==> config.mk <==
export PLATFORM = sky130hd
export DESIGN_NAME = source_lexer
export DESIGN_NICKNAME = d
export VERILOG_FILES = /design/src/sv/sl_pkg.sv /design/src/sv/sl_scan.sv /design/src/sv/sl_outq.sv /design/src/sv/source_lexer.sv
export SDC_FILE = /design/constraint.sdc
export NUM_CORES = 2
export LEC_CHECK = 0
export ABC_AREA = 1
export BUFFER_PORTS_ARGS = -buffer_cell sky130_fd_sc_hd__clkbuf_2
export CAP_MARGIN = 30
export CORE_UTILIZATION = 45
export CTS_CLUSTER_DIAMETER = 80
export DETAILED_ROUTE_END_ITERATION = 10
export GPL_TIMING_DRIVEN = 0
export PLACE_DENSITY = 0.69
export SETUP_SLACK_MARGIN = 0.2
export SLEW_MARGIN = 20
export SYNTH_ARGS = -nofsm -noshare
export SYNTH_HDL_FRONTEND = slang
export SYNTH_SLANG_ARGS = --single-unit
==> constraint.sdc <==
create_clock -name clk -period 11.4 [get_ports clk]
set_input_delay 0.57 -clock clk [delete_from_list [all_inputs] [get_ports clk]]
set_output_delay 0.57 -clock clk [all_outputs]
set_load 0.05 [all_outputs]
==> src/sv/sl_pkg.sv <==
`default_nettype none

package sl_pkg;

  // Saturation widths of the position counters and of the length counter
  localparam int POSITION_BITS = 16;
  localparam int LENGTH_BITS   = 16;

  typedef logic [4:0] kind_t;

  localparam kind_t K_INT    = 5'd0;
  localparam kind_t K_FLOAT  = 5'd1;
  localparam kind_t K_IDENT  = 5'd2;
  localparam kind_t K_U32    = 5'd3;
  localparam kind_t K_STRING = 5'd4;
  localparam kind_t K_FUNC   = 5'd5;
  localparam kind_t K_IF     = 5'd6;
  localparam kind_t K_ELSE   = 5'd7;
  localparam kind_t K_VAR    = 5'd8;
  localparam kind_t K_CONST  = 5'd9;
  localparam kind_t K_RETURN = 5'd10;
  localparam kind_t K_EQEQ   = 5'd11;
  localparam kind_t K_OROR   = 5'd12;
  localparam kind_t K_ARROW  = 5'd13;
  localparam kind_t K_BAR    = 5'd14;
  localparam kind_t K_AMP    = 5'd15;
  localparam kind_t K_LPAREN = 5'd16;
  localparam kind_t K_RPAREN = 5'd17;
  localparam kind_t K_LBRACE = 5'd18;
  localparam kind_t K_RBRACE = 5'd19;
  localparam kind_t K_COLON  = 5'd20;
  localparam kind_t K_SEMI   = 5'd21;
  localparam kind_t K_COMMA  = 5'd22;
  localparam kind_t K_MINUS  = 5'd23;
  localparam kind_t K_PLUS   = 5'd24;
  localparam kind_t K_ASSIGN = 5'd25;
  localparam kind_t K_DOT    = 5'd26;
  localparam kind_t K_END    = 5'd27;
  localparam kind_t K_ERROR  = 5'd28;

  typedef struct packed {
    kind_t       kind;
    logic [15:0] line;
    logic [15:0] col;
    logic [15:0] len;
    logic        last;
  } res_t;

  // Up to three results from one transaction, packed from slot zero
  typedef struct packed {
    res_t [2:0] res;
    logic [1:0] cnt;
  } push_t;

  function automatic logic [15:0] sat16(input logic [31:0] v);
    return (v > 32'h0000_FFFF) ? 16'hFFFF : v[15:0];
  endfunction

endpackage

`default_nettype wire

==> src/sv/sl_scan.sv <==
`default_nettype none

module sl_scan import sl_pkg::*; (
  input  wire logic       clk,
  input  wire logic       rst_n,
  input  wire logic       fire,
  input  wire logic [7:0] byte_in,
  input  wire logic       end_flag,
  output push_t           push
);

  localparam int POS_W = POSITION_BITS;
  localparam int LEN_W = LENGTH_BITS;

  typedef enum logic [2:0] {
    PH_IDLE, PH_INT, PH_FRAC, PH_IDENT, PH_LINE, PH_BOPEN, PH_BLOCK, PH_SKIP
  } phase_t;

  typedef struct packed {
    phase_t            phase;
    logic [POS_W-1:0]  line;
    logic [POS_W-1:0]  col;
    logic [POS_W-1:0]  tline;
    logic [POS_W-1:0]  tcol;
    logic [LEN_W-1:0]  tlen;
    logic [63:0]       prefix;
    logic              halted;
  } st_t;

  typedef struct packed {
    logic        vld;
    kind_t       kind;
    logic [31:0] line;
    logic [31:0] col;
    logic [31:0] len;
  } em_t;

  typedef struct packed {
    st_t st;
    em_t em;
  } cs_t;

  localparam kind_t      K_NONE   = 5'd0;
  localparam logic [8:0] NO_CHAR  = 9'h100;
  localparam logic [8:0] C_NL     = 9'h00A;
  localparam logic [8:0] C_SPACE  = 9'h020;
  localparam logic [8:0] C_SLASH  = 9'h02F;
  localparam logic [8:0] C_STAR   = 9'h02A;
  localparam logic [8:0] C_DOT    = 9'h02E;
  localparam logic [8:0] C_USCORE = 9'h05F;
  localparam logic [8:0] C_EQ     = 9'h03D;
  localparam logic [8:0] C_BAR    = 9'h07C;
  localparam logic [8:0] C_MINUS  = 9'h02D;
  localparam logic [8:0] C_GT     = 9'h03E;
  localparam logic [8:0] C_AMP    = 9'h026;
  localparam logic [8:0] C_LPAREN = 9'h028;
  localparam logic [8:0] C_RPAREN = 9'h029;
  localparam logic [8:0] C_LBRACE = 9'h07B;
  localparam logic [8:0] C_RBRACE = 9'h07D;
  localparam logic [8:0] C_COLON  = 9'h03A;
  localparam logic [8:0] C_SEMI   = 9'h03B;
  localparam logic [8:0] C_COMMA  = 9'h02C;
  localparam logic [8:0] C_PLUS   = 9'h02B;

  localparam logic [63:0] KW_U32    = 64'h0000_0000_0075_3332;
  localparam logic [63:0] KW_STRING = 64'h0000_7374_7269_6E67;
  localparam logic [63:0] KW_FUNC   = 64'h6675_6E63_7469_6F6E;
  localparam logic [63:0] KW_IF     = 64'h0000_0000_0000_6966;
  localparam logic [63:0] KW_ELSE   = 64'h0000_0000_656C_7365;
  localparam logic [63:0] KW_VAR    = 64'h0000_0000_0076_6172;
  localparam logic [63:0] KW_CONST  = 64'h0000_0063_6F6E_7374;
  localparam logic [63:0] KW_RETURN = 64'h0000_7265_7475_726E;

  function automatic logic is_digit(input logic [8:0] c);
    return (c >= 9'h030) && (c <= 9'h039);
  endfunction

  function automatic logic is_alpha(input logic [8:0] c);
    return ((c >= 9'h061) && (c <= 9'h07A)) || ((c >= 9'h041) && (c <= 9'h05A));
  endfunction

  function automatic logic is_space(input logic [8:0] c);
    return (c == C_SPACE) || ((c >= 9'h009) && (c <= 9'h00D));
  endfunction

  function automatic logic is_word(input logic [8:0] c);
    return is_alpha(c) || is_digit(c) || (c == C_USCORE);
  endfunction

  // {two-character flag, kind}; kind K_NONE where nothing matches
  function automatic logic [5:0] punct(input logic [8:0] c, input logic [8:0] n);
    logic [5:0] r;
    r = {1'b0, K_NONE};
    if (c == C_EQ && n == C_EQ)         r = {1'b1, K_EQEQ};
    else if (c == C_BAR && n == C_BAR)  r = {1'b1, K_OROR};
    else if (c == C_MINUS && n == C_GT) r = {1'b1, K_ARROW};
    else if (c == C_BAR)                r = {1'b0, K_BAR};
    else if (c == C_AMP)                r = {1'b0, K_AMP};
    else if (c == C_LPAREN)             r = {1'b0, K_LPAREN};
    else if (c == C_RPAREN)             r = {1'b0, K_RPAREN};
    else if (c == C_LBRACE)             r = {1'b0, K_LBRACE};
    else if (c == C_RBRACE)             r = {1'b0, K_RBRACE};
    else if (c == C_COLON)              r = {1'b0, K_COLON};
    else if (c == C_SEMI)               r = {1'b0, K_SEMI};
    else if (c == C_COMMA)              r = {1'b0, K_COMMA};
    else if (c == C_MINUS)              r = {1'b0, K_MINUS};
    else if (c == C_PLUS)               r = {1'b0, K_PLUS};
    else if (c == C_EQ)                 r = {1'b0, K_ASSIGN};
    else if (c == C_DOT)                r = {1'b0, K_DOT};
    return r;
  endfunction

  function automatic kind_t word_kind(input logic [LEN_W-1:0] n, input logic [63:0] w);
    kind_t k;
    k = K_IDENT;
    if (n == LEN_W'(3) && w == KW_U32)         k = K_U32;
    else if (n == LEN_W'(6) && w == KW_STRING) k = K_STRING;
    else if (n == LEN_W'(8) && w == KW_FUNC)   k = K_FUNC;
    else if (n == LEN_W'(2) && w == KW_IF)     k = K_IF;
    else if (n == LEN_W'(4) && w == KW_ELSE)   k = K_ELSE;
    else if (n == LEN_W'(3) && w == KW_VAR)    k = K_VAR;
    else if (n == LEN_W'(5) && w == KW_CONST)  k = K_CONST;
    else if (n == LEN_W'(6) && w == KW_RETURN) k = K_RETURN;
    return k;
  endfunction

  function automatic em_t mk(input kind_t k, input logic [31:0] l, input logic [31:0] c,
                             input logic [31:0] n);
    em_t e;
    e.vld  = 1'b1;
    e.kind = k;
    e.line = l;
    e.col  = c;
    e.len  = n;
    return e;
  endfunction

  function automatic st_t start_tok(input st_t s);
    st_t r;
    r        = s;
    r.tline  = s.line;
    r.tcol   = s.col;
    r.tlen   = '0;
    r.prefix = '0;
    return r;
  endfunction

  function automatic st_t grow(input st_t s, input logic [8:0] c);
    st_t r;
    r = s;
    if (s.tlen < LEN_W'(8)) r.prefix = {s.prefix[55:0], c[7:0]};
    if (s.tlen != '1) r.tlen = s.tlen + LEN_W'(1);
    return r;
  endfunction

  function automatic st_t advance(input st_t s, input logic [8:0] c);
    st_t r;
    r = s;
    if (c == C_NL) begin
      if (s.line != '1) r.line = s.line + POS_W'(1);
      r.col = POS_W'(1);
    end else if (s.col != '1) begin
      r.col = s.col + POS_W'(1);
    end
    return r;
  endfunction

  // Consume character p, deciding on the two characters that follow it
  function automatic cs_t consume(input st_t s, input logic [8:0] p, input logic [8:0] n1,
                                  input logic [8:0] n2);
    cs_t        r;
    logic [5:0] pk;
    logic       done;
    r.st = s;
    r.em = '0;
    done = 1'b0;
    pk   = punct(p, n1);
    if (s.phase == PH_IDLE) begin
      if (is_space(p)) begin
        done = 1'b1;
      end else if (p == C_SLASH && n1 == C_SLASH) begin
        r.st.phase = PH_LINE;
        done = 1'b1;
      end else if (p == C_SLASH && n1 == C_STAR) begin
        r.st.phase = PH_BOPEN;
        done = 1'b1;
      end else if (is_digit(p)) begin
        r.st = start_tok(s);
        r.st.phase = PH_INT;
      end else if (is_alpha(p) || p == C_USCORE) begin
        r.st = start_tok(s);
        r.st.phase = PH_IDENT;
      end else if (pk[4:0] == K_NONE) begin
        r.em = mk(K_ERROR, 32'(s.line), 32'(s.col), 32'd0);
        r.st.halted = 1'b1;
        return r;
      end else begin
        r.em = mk(pk[4:0], 32'(s.line), 32'(s.col), pk[5] ? 32'd2 : 32'd1);
        if (pk[5]) r.st.phase = PH_SKIP;
        done = 1'b1;
      end
    end
    if (!done) begin
      unique case (r.st.phase)
        PH_INT: begin
          r.st = grow(r.st, p);
          if (p == C_DOT) begin
            r.st.phase = PH_FRAC;
            if (!is_digit(n1)) begin
              r.em = mk(K_FLOAT, 32'(r.st.tline), 32'(r.st.tcol), 32'(r.st.tlen));
              r.st.phase = PH_IDLE;
            end
          end else if (!(is_digit(n1) || (n1 == C_DOT && is_digit(n2)))) begin
            r.em = mk(K_INT, 32'(r.st.tline), 32'(r.st.tcol), 32'(r.st.tlen));
            r.st.phase = PH_IDLE;
          end
        end
        PH_FRAC: begin
          r.st = grow(r.st, p);
          if (!is_digit(n1)) begin
            r.em = mk(K_FLOAT, 32'(r.st.tline), 32'(r.st.tcol), 32'(r.st.tlen));
            r.st.phase = PH_IDLE;
          end
        end
        PH_IDENT: begin
          r.st = grow(r.st, p);
          if (!is_word(n1)) begin
            r.em = mk(word_kind(r.st.tlen, r.st.prefix), 32'(r.st.tline),
                      32'(r.st.tcol), 32'(r.st.tlen));
            r.st.phase = PH_IDLE;
          end
        end
        PH_LINE:  if (p == C_NL) r.st.phase = PH_IDLE;
        PH_BOPEN: r.st.phase = PH_BLOCK;
        PH_BLOCK: if (p == C_STAR && n1 == C_SLASH) r.st.phase = PH_SKIP;
        default:  r.st.phase = PH_IDLE;
      endcase
    end
    r.st = advance(r.st, p);
    return r;
  endfunction

  st_t        st_r, st_nxt;
  logic [7:0] la0_r, la0_nxt, la1_r, la1_nxt;
  logic       la0v_r, la0v_nxt, la1v_r, la1v_nxt;

  st_t        st_rst;
  logic [8:0] c0, c1, nx;
  cs_t        cs_a, cs_b;
  st_t        st_a, st_b;
  em_t [2:0]  cand;
  logic [2:0] cvld;
  em_t        e_end;
  logic [1:0] res_n;

  always_comb begin
    st_rst        = '0;
    st_rst.phase  = PH_IDLE;
    st_rst.line   = POS_W'(1);
    st_rst.col    = POS_W'(1);

    c0 = la0v_r ? {1'b0, la0_r} : NO_CHAR;
    c1 = la1v_r ? {1'b0, la1_r} : NO_CHAR;
    nx = end_flag ? NO_CHAR : {1'b0, byte_in};

    // First consume; on the end marker the second one flushes the newer slot
    cs_a = consume(st_r, c0, c1, nx);
    st_a = la0v_r ? cs_a.st : st_r;
    cs_b = consume(st_a, c1, NO_CHAR, NO_CHAR);
    st_b = (la1v_r && !st_a.halted) ? cs_b.st : st_a;
    e_end = mk(K_END, 32'(st_b.line), 32'(st_b.col), 32'd0);

    cand[0] = cs_a.em;
    cand[1] = cs_b.em;
    cand[2] = e_end;
    cvld[0] = !st_r.halted && cs_a.em.vld && (end_flag ? la0v_r : la1v_r);
    cvld[1] = !st_r.halted && end_flag && la1v_r && !st_a.halted && cs_b.em.vld;
    cvld[2] = !st_r.halted && end_flag && !st_b.halted;

    push = '0;
    res_n = 2'd0;
    for (int i = 0; i < 3; i++) begin
      if (cvld[i]) begin
        push.res[res_n].kind = cand[i].kind;
        push.res[res_n].line = sat16(cand[i].line);
        push.res[res_n].col  = sat16(cand[i].col);
        push.res[res_n].len  = sat16(cand[i].len);
        res_n = res_n + 2'd1;
      end
    end
    if (res_n != 2'd0) push.res[res_n - 2'd1].last = 1'b1;
    push.cnt = fire ? res_n : 2'd0;

    st_nxt   = st_r;
    la0_nxt  = la0_r;
    la1_nxt  = la1_r;
    la0v_nxt = la0v_r;
    la1v_nxt = la1v_r;
    if (fire && !st_r.halted) begin
      if (end_flag) begin
        if (st_b.halted) begin
          st_nxt = st_b;
        end else begin
          st_nxt   = st_rst;
          la0v_nxt = 1'b0;
          la1v_nxt = 1'b0;
        end
      end else if (la1v_r) begin
        st_nxt  = cs_a.st;
        la0_nxt = la1_r;
        la1_nxt = byte_in;
      end else if (la0v_r) begin
        la1_nxt  = byte_in;
        la1v_nxt = 1'b1;
      end else begin
        la0_nxt  = byte_in;
        la0v_nxt = 1'b1;
      end
    end
  end

  always_ff @(posedge clk) begin
    if (!rst_n) begin
      st_r   <= st_rst;
      la0v_r <= 1'b0;
      la1v_r <= 1'b0;
    end else begin
      st_r   <= st_nxt;
      la0v_r <= la0v_nxt;
      la1v_r <= la1v_nxt;
    end
  end

  always_ff @(posedge clk) begin
    la0_r <= la0_nxt;
    la1_r <= la1_nxt;
  end

endmodule

`default_nettype wire

==> src/sv/sl_outq.sv <==
`default_nettype none

module sl_outq import sl_pkg::*; (
  input  wire logic  clk,
  input  wire logic  rst_n,
  input  wire push_t push,
  output logic       room,
  output logic       out_valid,
  input  wire logic  out_stall,
  output res_t       out_res
);

  res_t       mem [4];
  logic [1:0] wp_r, wp_nxt, rp_r, rp_nxt;
  logic [2:0] cnt_r, cnt_nxt;
  logic       pop;

  // Room for a whole transaction's worth of results
  assign room      = (cnt_r <= 3'd1);
  assign out_valid = (cnt_r != 3'd0);
  assign out_res   = mem[rp_r];
  assign pop       = out_valid && !out_stall;

  always_comb begin
    wp_nxt  = wp_r + push.cnt;
    rp_nxt  = rp_r + {1'b0, pop};
    cnt_nxt = cnt_r + {1'b0, push.cnt} - {2'b00, pop};
  end

  always_ff @(posedge clk) begin
    if (!rst_n) begin
      wp_r  <= 2'd0;
      rp_r  <= 2'd0;
      cnt_r <= 3'd0;
    end else begin
      wp_r  <= wp_nxt;
      rp_r  <= rp_nxt;
      cnt_r <= cnt_nxt;
    end
  end

  always_ff @(posedge clk) begin
    for (int i = 0; i < 3; i++) begin
      if (i < int'(push.cnt)) mem[wp_r + 2'(i)] <= push.res[i];
    end
  end

endmodule

`default_nettype wire

==> src/sv/source_lexer.sv <==
// Channel  | Direction | Ports                                        | Handshake
// ---------+-----------+----------------------------------------------+---------------
// in       | input     | in_byte_in, in_end_flag                      | valid / stall
// out      | output    | out_kind, out_start_line, out_start_col,     | valid / stall
//          |           | out_token_length, out_last                   |
//
// One transaction a cycle is taken while in_stall is low; its results pass through
// the input register, lookahead and result queue, behind results already queued.
// A character transaction gives at most one result; an end-marker transaction gives
// up to three, which leave a four-entry result queue one a cycle while out_stall is low.
// in_stall rises only while the input register holds a transaction and the queue
// has fewer than three free entries.
// rst_n is synchronous, active low: lookahead empty, line and column one, queue empty.
// After an error result the scanner takes and drops transactions until reset.
`default_nettype none

module source_lexer import sl_pkg::*; (
  input  wire logic        clk,
  input  wire logic        rst_n,
  input  wire logic        in_valid,
  output logic             in_stall,
  input  wire logic [7:0]  in_byte_in,
  input  wire logic        in_end_flag,
  output logic             out_valid,
  input  wire logic        out_stall,
  output logic [4:0]       out_kind,
  output logic [15:0]      out_start_line,
  output logic [15:0]      out_start_col,
  output logic [15:0]      out_token_length,
  output logic             out_last
);

  logic       in_vld_r, in_vld_nxt;
  logic [7:0] in_byte_r;
  logic       in_end_r;
  logic       room, fire, accept;
  push_t      push;
  res_t       res;

  // Advance the held transaction into the scanner when the queue can absorb it
  assign fire     = in_vld_r && room;
  assign in_stall = in_vld_r && !room;
  assign accept   = in_valid && !in_stall;

  always_comb begin
    in_vld_nxt = in_vld_r;
    if (accept)    in_vld_nxt = 1'b1;
    else if (fire) in_vld_nxt = 1'b0;
  end

  always_ff @(posedge clk) begin
    if (!rst_n) begin
      in_vld_r <= 1'b0;
    end else begin
      in_vld_r <= in_vld_nxt;
    end
  end

  // Payload register: load on every accepted transaction, hold otherwise
  always_ff @(posedge clk) begin
    if (accept) begin
      in_byte_r <= in_byte_in;
      in_end_r  <= in_end_flag;
    end
  end

  sl_scan u_scan (
    .clk      (clk),
    .rst_n    (rst_n),
    .fire     (fire),
    .byte_in  (in_byte_r),
    .end_flag (in_end_r),
    .push     (push)
  );

  sl_outq u_outq (
    .clk       (clk),
    .rst_n     (rst_n),
    .push      (push),
    .room      (room),
    .out_valid (out_valid),
    .out_stall (out_stall),
    .out_res   (res)
  );

  assign out_kind         = res.kind;
  assign out_start_line   = res.line;
  assign out_start_col    = res.col;
  assign out_token_length = res.len;
  assign out_last         = res.last;

endmodule

`default_nettype wire

==> flow_metrics.py <==
metrics = {
    "routing": {
        "ant_nets": 0,
        "first_pass_iters": 7,
        "wl_um": 178900,
        "drc": 0,
        "vias": 42250,
        "vias_per_cell": 6.244,
        "first_iter_violations": 5865,
        "wl_per_cell_um": 26.44,
    },
    "yosys": {
        "netlist_instances": 5558,
        "netlist_top_cells_count": "nand2_1, nor2_1, o21ai_0",
        "yosys_warnings": 0,
        "ys_seq_elements": 399,
        "ys_seq_area_share_pct": 29.84,
        "synth_area_leaders": "edfxtp_1, nand2_1, dfxtp_1",
        "synthArstFlopShare_pct": 0,
        "synth_cell_type_count": 70,
        "syn_nets": 5586,
        "synth_top_area_cell": "edfxtp_1",
        "synthFlopType": "edfxtp_1",
        "synth_area_sq_mm": 0.03485,
        "yosysMostFrequentCell": "nand2_1",
        "synth_edf_count": 241,
        "yosysTopAreaCellShare_pct": 20.77,
        "synth_area_per_cell_sq_um": 6.270,
    },
    "power": {
        "power_leakage_nw": 14.55,
        "ir_worst_vdd_uv": 159.9,
        "power.density_mw_per_mm2": 220.4,
    },
    "cts": {
        "cts_root_buf": "clkbuf_16",
        "post_cts_resized": 0,
        "tritoncts": "done",
        "cts.clk_slew.worst_paths_ns": 0.06,
        "insertion_delay_ns": 0.65,
        "cts.sinks": 399,
        "cts_htree_levels": 2,
        "clockBufferDepth": 3,
        "cts-buffers-inserted": 48,
        "postCtsHoldBufs": 0,
        "cts_setup_buffers": 0,
    },
    "sta": {
        "rsz0062_at_grt": "no",
        "setup-tns-final_ns": 0,
        "hold_viol": 0,
        "clock_skew_ns": 0.04583,
        "slew_violations": 0,
        "fmax_ghz": 0.1123,
        "worst_slew_pin_slew_ns": 1.190,
        "finalCritPeriodShare_pct": 78.14,
        "setup_viol": 0,
        "maxSlewHeadroom_pct": 20.70,
        "fin_ws_ns": 2.492,
        "fin_crit_ns": 8.908,
    },
    "finish": {
        "multi_input_area_sq_mm": 0.02087,
        "final_net_count": 5727,
        "syn_to_final_growth_pct": 10.65,
        "drive_above_1_share_pct": 7.954,
        "fill_cells": 8070,
        "post-route-util_pct": 50.52,
        "instances_no_fill": 6766,
        "seqCellArea_sq_mm": 0.01040,
    },
    "global_route": {
        "grt_use_total_pct": 44.50,
        "grt_pass1_wl_um": 257900,
        "antenna_found_initial": 4,
        "grt_max_degree": 23,
        "grt_pass1_vias": 38856,
        "overflow": 0,
    },
    "setup_path": {
        "reg2reg_to": "u_outq.mem[2][50]$_DFFE_PP_",
        "cp-start-kind": "flop",
        "slowest_delay_ns": 0.54,
        "rr_worst_depth": 43,
        "critPathKind": "reg2reg",
        "rr_startpoint": "u_scan.la0_r[3]$_DFFE_PP_",
        "cpMostUsedCell": "nand2_1",
        "worst-path-max-fanout": 10,
        "regToRegSetupSlack_ns": 2.49,
        "cp.arrival_ns": 9.25,
        "cp_data_required_time_ns": 11.74,
        "crit_slowest_cell": "nor2_1",
        "end_kind": "flop",
    },
    "worst_hold_path": {
        "hp-start": "in_byte_in[2]",
        "holdPathEnd": "in_byte_r[2]$_DFFE_PP_",
        "hold_path_class": "in2reg",
        "whs_path_depth": 1,
    },
    "placed_design": {
        "dp_slack_ns": 2.776,
        "dp_hpwl_um": 143000,
        "placed_cells": 6674,
        "port_buffers": 67,
        "gp_congestion": 1.064,
    },
    "job": {
        "drv_cap": 0,
    },
    "run_status": {
        "outcome": "complete, no violations",
    },
    "floorplan": {
        "die_w_um": 280.3,
        "pin_count": 69,
        "rows": 101,
        "core_sq_mm": 0.07633,
        "dieArea_sq_mm": 0.07856,
        "die_y_um": 280.3,
        "initial_utilization_pct": 45.66,
    },
}
sequential cells by signal (all words and copies together) (netlist names):
name           count
u_scan.la1_r       8
u_scan.la0v_r      1
u_scan.la1v_r      1
u_outq.wp_r        2
u_scan.la0_r       8
u_outq.cnt_r       3
u_outq.rp_r        2
in_vld_r           1
u_outq.mem       216
u_scan.st_r      148
in_end_r           1
in_byte_r          8
kinds of logic after synthesis:
logic type / after synthesis / synth area share (%)
compound gates: 1417 / 24.18
xor+xnor: 47 / 1.203
fa+ha+maj: 15 / 0.5601
buf+inv: 930 / 10.49
flops: 399 / 29.84
mux: 1 / 0.02872
simple gates: 2749 / 33.70
worst max-delay path by stage:
stage / start / to / slack [ns]
2_1_floorplan: u_scan.la0_r[6]$_DFFE_PP_ / u_outq.mem[0][0]$_DFFE_PP_ / 2.71
3_3_place_gp: u_scan.la0_r[3]$_DFFE_PP_ / u_outq.mem[2][34]$_DFFE_PP_ / -2.96
3_5_place_dp: u_scan.la0_r[3]$_DFFE_PP_ / u_outq.mem[0][34]$_DFFE_PP_ / 2.78
4_1_cts: u_scan.la0_r[3]$_DFFE_PP_ / u_outq.mem[0][35]$_DFFE_PP_ / 2.76
5_1_grt: u_scan.la0_r[3]$_DFFE_PP_ / u_outq.mem[2][50]$_DFFE_PP_ / 2.19
6_report: u_scan.la0_r[3]$_DFFE_PP_ / u_outq.mem[2][50]$_DFFE_PP_ / 2.49
cells in the final DEF, fill, tap and decap left out, types with 69 or more instances in the layout:
cell type / netlist / layout
nor3_1: 70 / 69
inv_1: 496 / 496
edfxtp_1: 241 / 241
o22ai_1: 150 / 150
dfxtp_1: 158 / 158
a21oi_1: 98 / 98
clkbuf_1: 248 / 253
nand4_1: 102 / 102
o221ai_1: 83 / 83
o21ai_0: 514 / 509
o211ai_1: 74 / 74
nor2_1: 653 / 651
nand3_1: 314 / 314
o21ai_1: 231 / 231
clkbuf_2: 0 / 69
a31oi_1: 131 / 131
nand2_1: 1413 / 1413
worst max-delay path, delay by kind of cell, from the launching register on:
| kind | cells | cell delay, ns |
|---|---|---|
| fa+ha+maj | 2 | 0.61 |
| buf+inv | 6 | 0.90 |
| xor+xnor | 2 | 0.69 |
| compound gates | 2 | 0.48 |
| simple gates | 31 | 5.42 |
| flops | 1 | 0.51 |
final cells by class:
type	instances	area share (%)
Multi-Input combinational cell	4229	54.12
Sequential cell	399	26.97
Inverter	566	5.522
Buffer	364	3.955
Tap cell	1030	3.342
Clock buffer	53	3.163
Timing Repair Buffer	91	1.869
Clock inverter	31	1.045
Antenna cell	3	0.01947
report_power, final:
part | total, mW | switching (mW) | internal [mW] | leakage [nW]
registers | 1.88 | 0.0996 | 1.78 | 3.49
clock network | 1.62 | 0.700 | 0.917 | 0.774
logic | 5.00 | 3.85 | 1.15 | 10.3
metal layers:
metal	wire length (um)	GRT usage, %	up-vias
met5	24	0	-
met4	16720	35.81	4
met3	17150	8.269	615
met2	78630	70.27	2700
met1	66400	52.97	19598
li1	-	-	19333
metrics by stage:
stage                     total power, mW  cell area (sq um)  hold WS, ns
after global placement              6.671              36480       0.4479
after detailed placement            6.696              36900       0.4569
after global routing                8.867              38560       0.1376
after floorplan                     4.988              34850       0.4264
final                               8.498              38560       0.1392
after CTS                           8.301              38520       0.1283
Power figures use the tool's default switching activity.
